===== src/rtl/csd_pkg.sv =====
package csd_pkg;

	// default sizes of the directory
	localparam int CSD_MAX_USERS  = 32;
	localparam int CSD_MAX_CHUNKS = 64;

	// field widths fixed by the interface
	localparam int OP_W     = 2;
	localparam int UID_W    = 6;
	localparam int CID_W    = 7;
	localparam int MASK_W   = 64;
	localparam int STATUS_W = 2;

	// chunk count register after reset
	localparam logic [CID_W-1:0] NUM_CHUNKS_RST = 7'd64;

	// operation codes
	localparam logic [OP_W-1:0] OP_JOIN    = 2'd0;
	localparam logic [OP_W-1:0] OP_LEAVE   = 2'd1;
	localparam logic [OP_W-1:0] OP_REQUEST = 2'd2;

	// result status codes
	localparam logic [STATUS_W-1:0] ST_JOIN_OK = 2'd0;
	localparam logic [STATUS_W-1:0] ST_FULL    = 2'd1;
	localparam logic [STATUS_W-1:0] ST_OWNER   = 2'd2;
	localparam logic [STATUS_W-1:0] ST_EMPTY   = 2'd3;

endpackage


===== src/rtl/csd_ram.sv =====
module csd_ram
	import csd_pkg::*;
#(
	parameter int WIDTH = CSD_MAX_CHUNKS,
	parameter int DEPTH = CSD_MAX_USERS,
	parameter int AW    = (DEPTH > 1) ? $clog2(DEPTH) : 1
) (
	input  logic             clk,
	input  logic             we,
	input  logic [AW-1:0]    waddr,
	input  logic [WIDTH-1:0] wdata,
	input  logic             re,
	input  logic [AW-1:0]    raddr,
	output logic [WIDTH-1:0] rdata
);

	logic [WIDTH-1:0] mem_q [DEPTH];
	logic [WIDTH-1:0] rdata_q;

	always_ff @(posedge clk) begin
		if (we) begin
			mem_q[waddr] <= wdata;
		end
	end

	// registered read port
	always_ff @(posedge clk) begin
		if (re) begin
			rdata_q <= mem_q[raddr];
		end
	end

	assign rdata = rdata_q;

endmodule


===== src/rtl/chunk_sharer_directory_top.sv =====
// Chunk ownership directory. A word is taken when start is high and busy is low; results come
// out on status/result_user/is_last, each shown for exactly one cycle under result_valid, and
// the receiver cannot stall them. Leave, op 3 and a request with a bad user or chunk are done
// in the accept cycle (the bad request answers with a single no-owner word). Join walks the
// user table one id per cycle until a free id is found, or answers full after the last id.
// A valid request scans every user's ownership row through the single read port of the row
// RAM, one row per cycle; owners stream out as the scan goes, ascending, at most one per
// cycle. Each result is registered and shows up in the cycle after the cycle that made it.
// The user must write the chunk count register (cfg_valid/cfg_data) only while the block is
// idle; the block does not enforce this. The RAM needs no clearing.
module chunk_sharer_directory_top
	import csd_pkg::*;
#(
	parameter int MAX_USERS  = CSD_MAX_USERS,
	parameter int MAX_CHUNKS = CSD_MAX_CHUNKS
) (
	input  logic                clk,
	input  logic                arst_n,
	// command channel
	input  logic                start,
	output logic                busy,
	input  logic [OP_W-1:0]     op,
	input  logic [UID_W-1:0]    user_id,
	input  logic [CID_W-1:0]    chunk_id,
	input  logic [MASK_W-1:0]   owned_mask,
	// result channel
	output logic                result_valid,
	output logic [STATUS_W-1:0] status,
	output logic [UID_W-1:0]    result_user,
	output logic                is_last,
	// chunk count register
	input  logic                cfg_valid,
	output logic                cfg_ready,
	input  logic [CID_W-1:0]    cfg_data
);

	localparam int UIDX_W = $clog2(MAX_USERS);
	localparam int CIDX_W = (MAX_CHUNKS > 1) ? $clog2(MAX_CHUNKS) : 1;
	localparam logic [UIDX_W-1:0] LAST_IDX = UIDX_W'(MAX_USERS - 1);

	typedef enum logic [4:0] {
		S_IDLE  = 5'b00001,
		S_JOIN  = 5'b00010,
		S_SCAN  = 5'b00100,
		S_DRAIN = 5'b01000,
		S_DONE  = 5'b10000
	} state_t;

	state_t                state_q, state_d;
	logic [MAX_USERS-1:0]  user_active_q;
	logic [CID_W-1:0]      num_chunks_q;
	logic [UIDX_W-1:0]     idx_q, idx_d;
	logic [UIDX_W-1:0]     idx_s1;
	logic                  scan_vld_s1;
	logic                  pend_vld_q, pend_vld_d;
	logic [UIDX_W-1:0]     pend_q, pend_d;
	logic [UIDX_W-1:0]     slot_q;
	logic [CIDX_W-1:0]     bit_idx_q;
	logic [MAX_CHUNKS-1:0] join_row_q;
	logic [MAX_CHUNKS-1:0] row_q;

	logic                  res_vld_q;
	logic [STATUS_W-1:0]   res_status_q;
	logic [UID_W-1:0]      res_user_q;
	logic                  res_last_q;

	logic                  accept;
	logic [CID_W-1:0]      nc_eff;
	logic [MAX_CHUNKS-1:0] chunk_mask;
	logic [UIDX_W-1:0]     slot_in;
	logic                  uid_ok;
	logic                  cid_ok;
	logic                  hit;

	logic                  emit;
	logic [STATUS_W-1:0]   e_status;
	logic [UID_W-1:0]      e_user;
	logic                  e_last;
	logic                  act_set, act_clr;
	logic [UIDX_W-1:0]     act_idx;
	logic                  ram_we, ram_re;
	logic [UIDX_W-1:0]     ram_waddr;
	logic [MAX_CHUNKS-1:0] ram_wdata;
	logic [MAX_CHUNKS-1:0] ram_rdata;

	assign accept    = start && (state_q == S_IDLE);
	assign busy      = (state_q != S_IDLE);
	assign cfg_ready = 1'b1;

	// chunks in use: min(num_chunks, MAX_CHUNKS)
	assign nc_eff = (num_chunks_q > CID_W'(MAX_CHUNKS)) ? CID_W'(MAX_CHUNKS) : num_chunks_q;

	always_comb begin
		for (int k = 0; k < MAX_CHUNKS; k++) begin
			chunk_mask[k] = (CID_W'(k) < nc_eff);
		end
	end

	// command checks at accept
	assign slot_in = UIDX_W'(user_id - UID_W'(1));
	assign uid_ok  = (user_id != '0) && ({1'b0, user_id} <= 7'(MAX_USERS))
		&& user_active_q[slot_in];
	assign cid_ok  = (chunk_id != '0) && (chunk_id <= nc_eff);

	// scan stage 1: row data back from RAM
	assign hit = scan_vld_s1 && user_active_q[idx_s1] && ram_rdata[bit_idx_q];

	// sequencer
	always_comb begin
		state_d    = state_q;
		idx_d      = idx_q;
		pend_vld_d = pend_vld_q;
		pend_d     = pend_q;
		emit       = 1'b0;
		e_status   = ST_EMPTY;
		e_user     = '0;
		e_last     = 1'b1;
		act_set    = 1'b0;
		act_clr    = 1'b0;
		act_idx    = idx_q;
		ram_we     = 1'b0;
		ram_re     = 1'b0;
		ram_waddr  = idx_q;
		ram_wdata  = join_row_q;

		unique case (state_q)
			S_IDLE: begin
				if (accept) begin
					case (op)
						OP_JOIN: begin
							state_d = S_JOIN;
							idx_d   = '0;
						end
						OP_LEAVE: begin
							if (uid_ok) begin
								act_clr = 1'b1;
								act_idx = slot_in;
							end
						end
						OP_REQUEST: begin
							if (uid_ok && cid_ok) begin
								state_d    = S_SCAN;
								idx_d      = '0;
								pend_vld_d = 1'b0;
							end else begin
								emit = 1'b1;
							end
						end
						default: ;
					endcase
				end
			end
			S_JOIN: begin
				if (!user_active_q[idx_q]) begin
					act_set  = 1'b1;
					ram_we   = 1'b1;
					emit     = 1'b1;
					e_status = ST_JOIN_OK;
					e_user   = UID_W'(7'(idx_q) + 7'd1);
					state_d  = S_IDLE;
				end else if (idx_q == LAST_IDX) begin
					emit     = 1'b1;
					e_status = ST_FULL;
					state_d  = S_IDLE;
				end else begin
					idx_d = idx_q + UIDX_W'(1);
				end
			end
			S_SCAN: begin
				ram_re = 1'b1;
				if (idx_q == LAST_IDX) begin
					state_d = S_DRAIN;
				end else begin
					idx_d = idx_q + UIDX_W'(1);
				end
			end
			S_DRAIN: begin
				state_d = S_DONE;
			end
			S_DONE: begin
				emit = 1'b1;
				if (pend_vld_q) begin
					e_status  = ST_OWNER;
					e_user    = UID_W'(7'(pend_q) + 7'd1);
					ram_we    = 1'b1;
					ram_waddr = slot_q;
					ram_wdata = row_q | (MAX_CHUNKS'(1) << bit_idx_q);
				end
				state_d = S_IDLE;
			end
			default: begin
				state_d = S_IDLE;
			end
		endcase

		// owner found: send the one held back, hold this one (last mark unknown yet)
		if (hit) begin
			if (pend_vld_q) begin
				emit     = 1'b1;
				e_status = ST_OWNER;
				e_user   = UID_W'(7'(pend_q) + 7'd1);
				e_last   = 1'b0;
			end
			pend_vld_d = 1'b1;
			pend_d     = idx_s1;
		end
	end

	// control registers
	always_ff @(posedge clk or negedge arst_n) begin
		if (!arst_n) begin
			state_q       <= S_IDLE;
			user_active_q <= '0;
			num_chunks_q  <= NUM_CHUNKS_RST;
			idx_q         <= '0;
			scan_vld_s1   <= 1'b0;
			pend_vld_q    <= 1'b0;
			res_vld_q     <= 1'b0;
		end else begin
			state_q     <= state_d;
			idx_q       <= idx_d;
			scan_vld_s1 <= ram_re;
			pend_vld_q  <= pend_vld_d;
			res_vld_q   <= emit;
			if (act_set) begin
				user_active_q[act_idx] <= 1'b1;
			end
			if (act_clr) begin
				user_active_q[act_idx] <= 1'b0;
			end
			if (cfg_valid && cfg_ready) begin
				num_chunks_q <= cfg_data;
			end
		end
	end

	// payload registers
	always_ff @(posedge clk) begin
		idx_s1 <= idx_q;
		pend_q <= pend_d;
		if (accept) begin
			slot_q     <= slot_in;
			bit_idx_q  <= CIDX_W'(chunk_id - CID_W'(1));
			join_row_q <= owned_mask[MAX_CHUNKS-1:0] & chunk_mask;
		end
		// keep the requester's own row for the final update
		if (scan_vld_s1 && (idx_s1 == slot_q)) begin
			row_q <= ram_rdata;
		end
		if (emit) begin
			res_status_q <= e_status;
			res_user_q   <= e_user;
			res_last_q   <= e_last;
		end
	end

	assign result_valid = res_vld_q;
	assign status       = res_status_q;
	assign result_user  = res_user_q;
	assign is_last      = res_last_q;

	// ownership rows, one per user slot
	csd_ram #(
		.WIDTH (MAX_CHUNKS),
		.DEPTH (MAX_USERS),
		.AW    (UIDX_W)
	) u_rows (
		.clk   (clk),
		.we    (ram_we),
		.waddr (ram_waddr),
		.wdata (ram_wdata),
		.re    (ram_re),
		.raddr (idx_q),
		.rdata (ram_rdata)
	);

endmodule


===== config.mk =====
export PLATFORM = sky130hd
export DESIGN_NAME = chunk_sharer_directory_top
export DESIGN_NICKNAME = d
export VERILOG_FILES = /design/src/rtl/csd_pkg.sv /design/src/rtl/csd_ram.sv /design/src/rtl/chunk_sharer_directory_top.sv
export SDC_FILE = /design/constraint.sdc
export NUM_CORES = 2
export LEC_CHECK = 0
export BUFFER_PORTS_ARGS = -buffer_cell sky130_fd_sc_hd__buf_2
export CAP_MARGIN = 5
export CORE_UTILIZATION = 50
export CTS_CLUSTER_SIZE = 20
export DETAILED_ROUTE_END_ITERATION = 8
export MAX_ROUTING_LAYER = met4
export PLACE_DENSITY = 0.74
export SYNTH_ARGS = -nofsm -noshare
export SYNTH_HDL_FRONTEND = slang
export SYNTH_SLANG_ARGS = --single-unit

===== constraint.sdc =====
create_clock -name clk -period 8.1 [get_ports clk]
set_input_delay 0.81 -clock clk [delete_from_list [all_inputs] [get_ports clk]]
set_output_delay 0.81 -clock clk [all_outputs]
set_load 0.02 [all_outputs]

# ---- Word-level counts from Yosys, hierarchy flattened
# Memories as Yosys holds them, arrays and structs flattened. A register that Yosys moved wholly into a read port is not among the register bits.
# Cells that the tools add are included.
dict set report classes {
  add_sub_neg 5
  multipliers 0
  div_mod_pow 0
  n_lt_le_gt_ge 73
  n_eq_ne 16
  shift 1
  n_mux 70
  bitwise_logic 5
  n_reduce_logical 20
}
# cell n
set op_table {}
lappend op_table {{less-than comparator 6 x 7 -> 1 bit (first input constant)} 32}
lappend op_table {{2-to-1 mux 64 bit} 2}
lappend op_table {{less-than comparator 5 x 7 -> 1 bit (first input constant)} 16}
lappend op_table {{2-to-1 mux 5 bit} 15}
lappend op_table {{bitwise AND 64 bit} 1}
lappend op_table {{2-to-1 mux 32 bit} 2}
lappend op_table {{OR 64 bit} 1}
lappend op_table {{left shift 1 x 6 -> 64 bit (first input constant)} 1}
lappend op_table {{less-than comparator 4 x 7 -> 1 bit (first input constant)} 8}
lappend op_table {{bitwise AND 32 bit} 1}
lappend op_table {{inverter 32 bit} 1}
lappend op_table {{OR 32 bit} 1}
lappend op_table {{2-to-1 mux 1 bit} 29}
lappend op_table {{less-than comparator 3 x 7 -> 1 bit (first input constant)} 4}
lappend op_table {{less-than comparator 5 x 6 -> 1 bit (second input constant)} 4}
lappend op_table {{2-to-1 mux 6 bit} 4}
lappend op_table {{one-hot mux 5 bit (2 select lines)} 2}
lappend op_table {{one-hot mux 5 bit (4 select lines)} 1}
lappend op_table {{binary-select mux 1 bit (select 5 bit)} 3}
lappend op_table {{one-hot mux 5 bit (3 select lines)} 1}
lappend op_table {{less-than comparator 1 x 7 -> 1 bit (first input constant)} 2}
lappend op_table {{less-than comparator 2 x 7 -> 1 bit (first input constant)} 2}
lappend op_table {{adder 5 x 1 -> 6 bit (second input constant)} 2}
lappend op_table {{one-hot mux 6 bit (2 select lines)} 1}
lappend op_table {{35 further kinds} 54}
dict set report totals {
  regBits 210
  latch_bits 0
  ramBits 2048
  mem_bits_ro 0
  output_inout_bits 12
  memories 1
}
# name depth width read_ports rd_ports_with_merged_regs wr line_no
set mem_list {}
lappend mem_list {u_rows.mem_q 32 64 1 1 1 csd_ram.sv:17} ;# logic [WIDTH-1:0] mem_q [DEPTH];

# ---- Logic depth before layout (Yosys ltp)
dict set report logic_depth {
  ltp_word 16
  ltp_mapped 13
}

# ---- Cells and area by module
# A second synthesis with hierarchy kept.
dict set report hier_totals {
  cells_unflattened 4138
  area_unflattened_um2 91171.2
}
# mod instances cells_each area_per_inst_um2
set modules_own_cells {}
lappend modules_own_cells {csd_ram 1 3096 79605.1}
lappend modules_own_cells {chunk_sharer_directory_top 1 1042 11566.1}

# ---- Least setup slack after synthesis
# OpenSTA, ideal clock, no wires.
dict set report synth_path {
  path_type {flip-flop to flip-flop}
  startpoint {register idx_q[0]}
  endpoint {memory u_rows.mem_q[13][0] (netlist name) (enable)}
  setup_ns 0.487
  arrival_ns 5.105
  setup_slack_ns 2.508
  stages_incl_launch_ff 10
  cell_sequence {dfrtp_1 > buf_4 > buf_4 > buf_4 > buf_4 > buf_2 > buf_4 > nor4b_2 > nor2_1 > nor2_1}
}
dict set report synth_between {
  elab_chain_cells 6
  elab_cells_between_ends 8
}
# element line_no
set synth_rtl {}
lappend synth_rtl {{start: declaration} chunk_sharer_directory_top.sv:52} ;# logic [UIDX_W-1:0] idx_q, idx_d;
lappend synth_rtl {{start signal: assignment} chunk_sharer_directory_top.sv:221} ;# idx_q <= idx_d;
lappend synth_rtl {{binary-select mux 1 bit (select 5 bit)} chunk_sharer_directory_top.sv:154} ;# if (!user_active_q[idx_q]) begin
lappend synth_rtl {{2-to-1 mux 1 bit (implied by the code)} chunk_sharer_directory_top.sv:154}
lappend synth_rtl {{2-to-1 mux 1 bit} chunk_sharer_directory_top.sv:154}
lappend synth_rtl {{one-hot mux 1 bit (2 select lines)} chunk_sharer_directory_top.sv:126} ;# unique case (state_q)
lappend synth_rtl {{2-to-1 mux 1 bit} csd_ram.sv:21} ;# if (we) begin
lappend synth_rtl {{2-to-1 mux 1 bit (implied by the code)} csd_ram.sv:22} ;# mem_q[waddr] <= wdata;
lappend synth_rtl {{end: declaration} csd_ram.sv:17}
# Several ways; a longest one is shown, not always the timed one. The select of a mux whose other input is x is not followed.

# ---- Worst setup path in the final report
dict set report layout_path {
  startpoint {register idx_q[0]}
  endpoint {memory u_rows.mem_q[27][6] (netlist name) (enable)}
}
# The elaborated chain is that of the path after synthesis.

==> reports/summary.txt <==
Status = complete, no violations
R2R Setup Slk = 2.62 ns
Post-synth top area cell = edfxtp_1
Setup-failing EPs final = 0
Initial DRT Pass Iterations = 6
Top cell family by delay on the critical path = simple AND/OR/NAND/NOR gates
Maximum root-to-sink buffer count = 3
Ys Warns = 0
Starting density of the core = 0.505
Cell area after synthesis = 91500 um2
Setup ws final = 2.62 ns
Vias in the first global route = 49100
Clock Skew = 0.0494 ns
Final net count = 5176
Die area = 185000 um2
Fillers = 13200
H-tree depth = 4
Floorplan row count = 156
Worst Setup End Kind = flop
CP bufs+invs = 1
Flops & latches, synth = 2322
Port Buffers = 100
Drt first-iter violations = 7332
Critical path peak fanout = 54
Total Routing Usage GR = 0.267
Post-DP HPWL = 138000 um
Number of synthesized flops with an enable pin = 2265
Num Clock Sinks = 2322
Post-CTS Hold Buffers = 0
Worst path slowest cell = dfrtp_4
CP cell instances = mux2i_1, a22oi_1, a21boi_0, nor4_2, nor2_1, and3_1, a41oi_2, nor2_4, buf_4
Placed Area = 95600 um2
PD cells = 270 nW/um2
Cell depth of the worst flop-to-flop path = 9
Hold Crit Class = in2async
Worst r2r dst = u_rows.mem_q[27][6]
Final hold viol count = 0
CTS tree = built
Num CTS Buffers = 214
Cell area after layout = 102000 um2
Worst Path Arrival = 5.92 ns
Worst VDD drop = 0.000224 V
FMAX = 0.183 GHz
Final hold slack = 0.137 ns
Worst slew margin = 0.0595
Cell count after placement = 7226
Clk pin slew, worst setup/hold paths = 0.06 ns
Total I/O pin count = 102
Gr ovfl total = 0
Post-synth top cells = 2265 x edfxtp_1, 493 x mux2i_1, 323 x mux4_2
Top cells by area, synth = edfxtp_1 74%, mux4_2 7.9%, mux2i_1 5.4%, o221ai_1 2.7%, dfrtp_1 1.4%
Wire per inst = 31.6 um
Unrepaired setup endpoints after global routing = false
DR vias/cell = 6.54
GPL Wtd Cong = 0.919
Synthesized area per cell = 18.7 um2
Die Wd = 430 um
Final period util = 0.676
Synthesized net count = 4994
Max stage delay on crit path = 1.03 ns
Residual DRC = 0
Latest clock arrival within the worst-skew pair = 0.86 ns
CP Launch Type = flop
Total Neg Setup Slack = 0 ns
Share of flip-flops with an asynchronous set or reset = 0.0224
Worst Tran Pin Value = 1.41 ns
Final Non-Filler Cells = 7632
Die Ht = 430 um
Synthesized instance count = 4891
Post-synthesis sequential area ratio = 0.758
Max-cap violations = 0
WS Path Type = reg2reg
Area share of the largest cell type after synthesis = 0.743
CTS resizes = 0
Most frequent cell after synthesis = edfxtp_1
Crit Reg-Reg Startpoint = idx_q[0]
Largest net degree at the start of global routing = 120
Post-Place Worst Slack = 2.69 ns
Top_reg_cell synth = edfxtp_1
Antenna violations before repair = 13
Post-CTS Setup Inserts = 0
Synth-to-layout area growth = 11.7%
Crit path required time = 8.54 ns
Leakage = 31.1 nW
Global-route wire length before repair = 344000 um
Total number of vias = 49900
Fin crit period = 5.48 ns
Clock Tree Root = clkbuf_16
Final ANT Viol Nets = 0
Pins over their slew limit = 0
Final WL = 241000 um
Yosys cell types = 72
Layout cells sized above 1 = 0.187
Core area = 181000 um2
[worst max path at each step]
| stage | startpoint | to | slack, ns | cells after the start |
|---|---|---|---|---|
| after floorplan | idx_q[0] | u_rows.mem_q[13][0] | 2.51 | 9 |
| after global placement | idx_q[0] | u_rows.rdata[55] | 2.79 | 6 |
| after detailed placement | idx_q[0] | u_rows.mem_q[27][30] | 2.69 | 9 |
| after CTS | idx_q[0] | u_rows.mem_q[27][4] | 2.67 | 9 |
| after global routing | idx_q[0] | u_rows.mem_q[27][6] | 2.38 | 9 |
| final | idx_q[0] | u_rows.mem_q[27][6] | 2.62 | 9 |
[power breakdown]
part | total [W] | internal (W) | leakage, nW | switching [W]
registers | 0.0141 | 0.0139 | 21.2 | 0.000183
clock network | 0.00957 | 0.00520 | 3.21 | 0.00436
logic | 0.00391 | 0.00151 | 6.72 | 0.00240
[state kept, by name, summed over array words and instances, names as in the netlist]
name / flops
u_rows.mem_q: 2048
join_row_q: 64
row_q: 64
u_rows.rdata: 64
user_active_q: 32
num_chunks_q: 7
bit_idx_q: 6
result_user: 6
idx_q: 5
idx_s1: 5
pend_q: 5
slot_q: 5
state_q: 5
status: 2
is_last: 1
pend_vld_q: 1
result_valid: 1
scan_vld_s1: 1
[metrics by stage]
stage          utilization  total power (W)
2_1_floorplan            -           0.0170
5_1_grt              0.564           0.0283
6_report             0.564           0.0276
4_1_cts              0.564           0.0276
3_5_place_dp         0.527           0.0182
3_3_place_gp         0.527           0.0182
[kinds of logic after synthesis]
| group | count (synthesis) | synth area share |
|---|---|---|
| DFF | 2322 | 0.758 |
| and+or+nand+nor | 583 | 0.0278 |
| buffers and inverters | 309 | 0.0139 |
| muxes | 832 | 0.135 |
| adders and majority gates | 13 | 0.00178 |
| AOI/OAI and AO/OA | 814 | 0.0610 |
| other | 1 | 0.0000410 |
| xor gates and xnor gates | 17 | 0.00171 |
[metal layers]
layer	up-vias	global-route usage	part of all wire
li1	20500	-	-
met1	25600	0.347	0.37
met2	3234	0.408	0.48
met3	572	0.0453	0.10
met4	0	0.137	0.055
met5	-	-	0
[final cells by class]
| type | instances | area [um2] | share of cell area |
|---|---|---|---|
| flip-flops and latches | 2322 | 69400 | 0.679 |
| multi-input cells | 2260 | 21300 | 0.208 |
| clock buffers | 267 | 5620 | 0.0550 |
| well taps | 2370 | 2970 | 0.0290 |
| repair buffers | 252 | 1840 | 0.0180 |
| clock inverters | 123 | 958 | 0.00937 |
| inverters | 23 | 98.8 | 0.000967 |
| diodes | 15 | 37.5 | 0.000367 |
[cell usage in the layout (no fill, tap or decap), types with 11 or more instances in the layout]
cell / n
xor2_1: 11
dfrtp_1: 45
a31oi_1: 15
mux2i_1: 493
nor2_1: 138
clkinv_2: 39
o21ai_1: 31
buf_12: 15
nor2b_1: 26
clkinv_1: 57
diode_2: 15
edfxtp_1: 2265
mux4_2: 323
inv_1: 17
o221ai_1: 287
nor2_4: 32
clkbuf_1: 50
o22ai_1: 60
nand3_1: 14
o21a_1: 14
mux2_2: 16
a21boi_0: 26
and2_1: 15
o21ai_0: 87
nand2b_1: 16
o21ai_2: 28
clkbuf_16: 217
ha_1: 13
buf_2: 100
nor3_1: 22
buf_4: 136
a21oi_1: 195
nand2_1: 275
(Power assumes the default switching activity.)
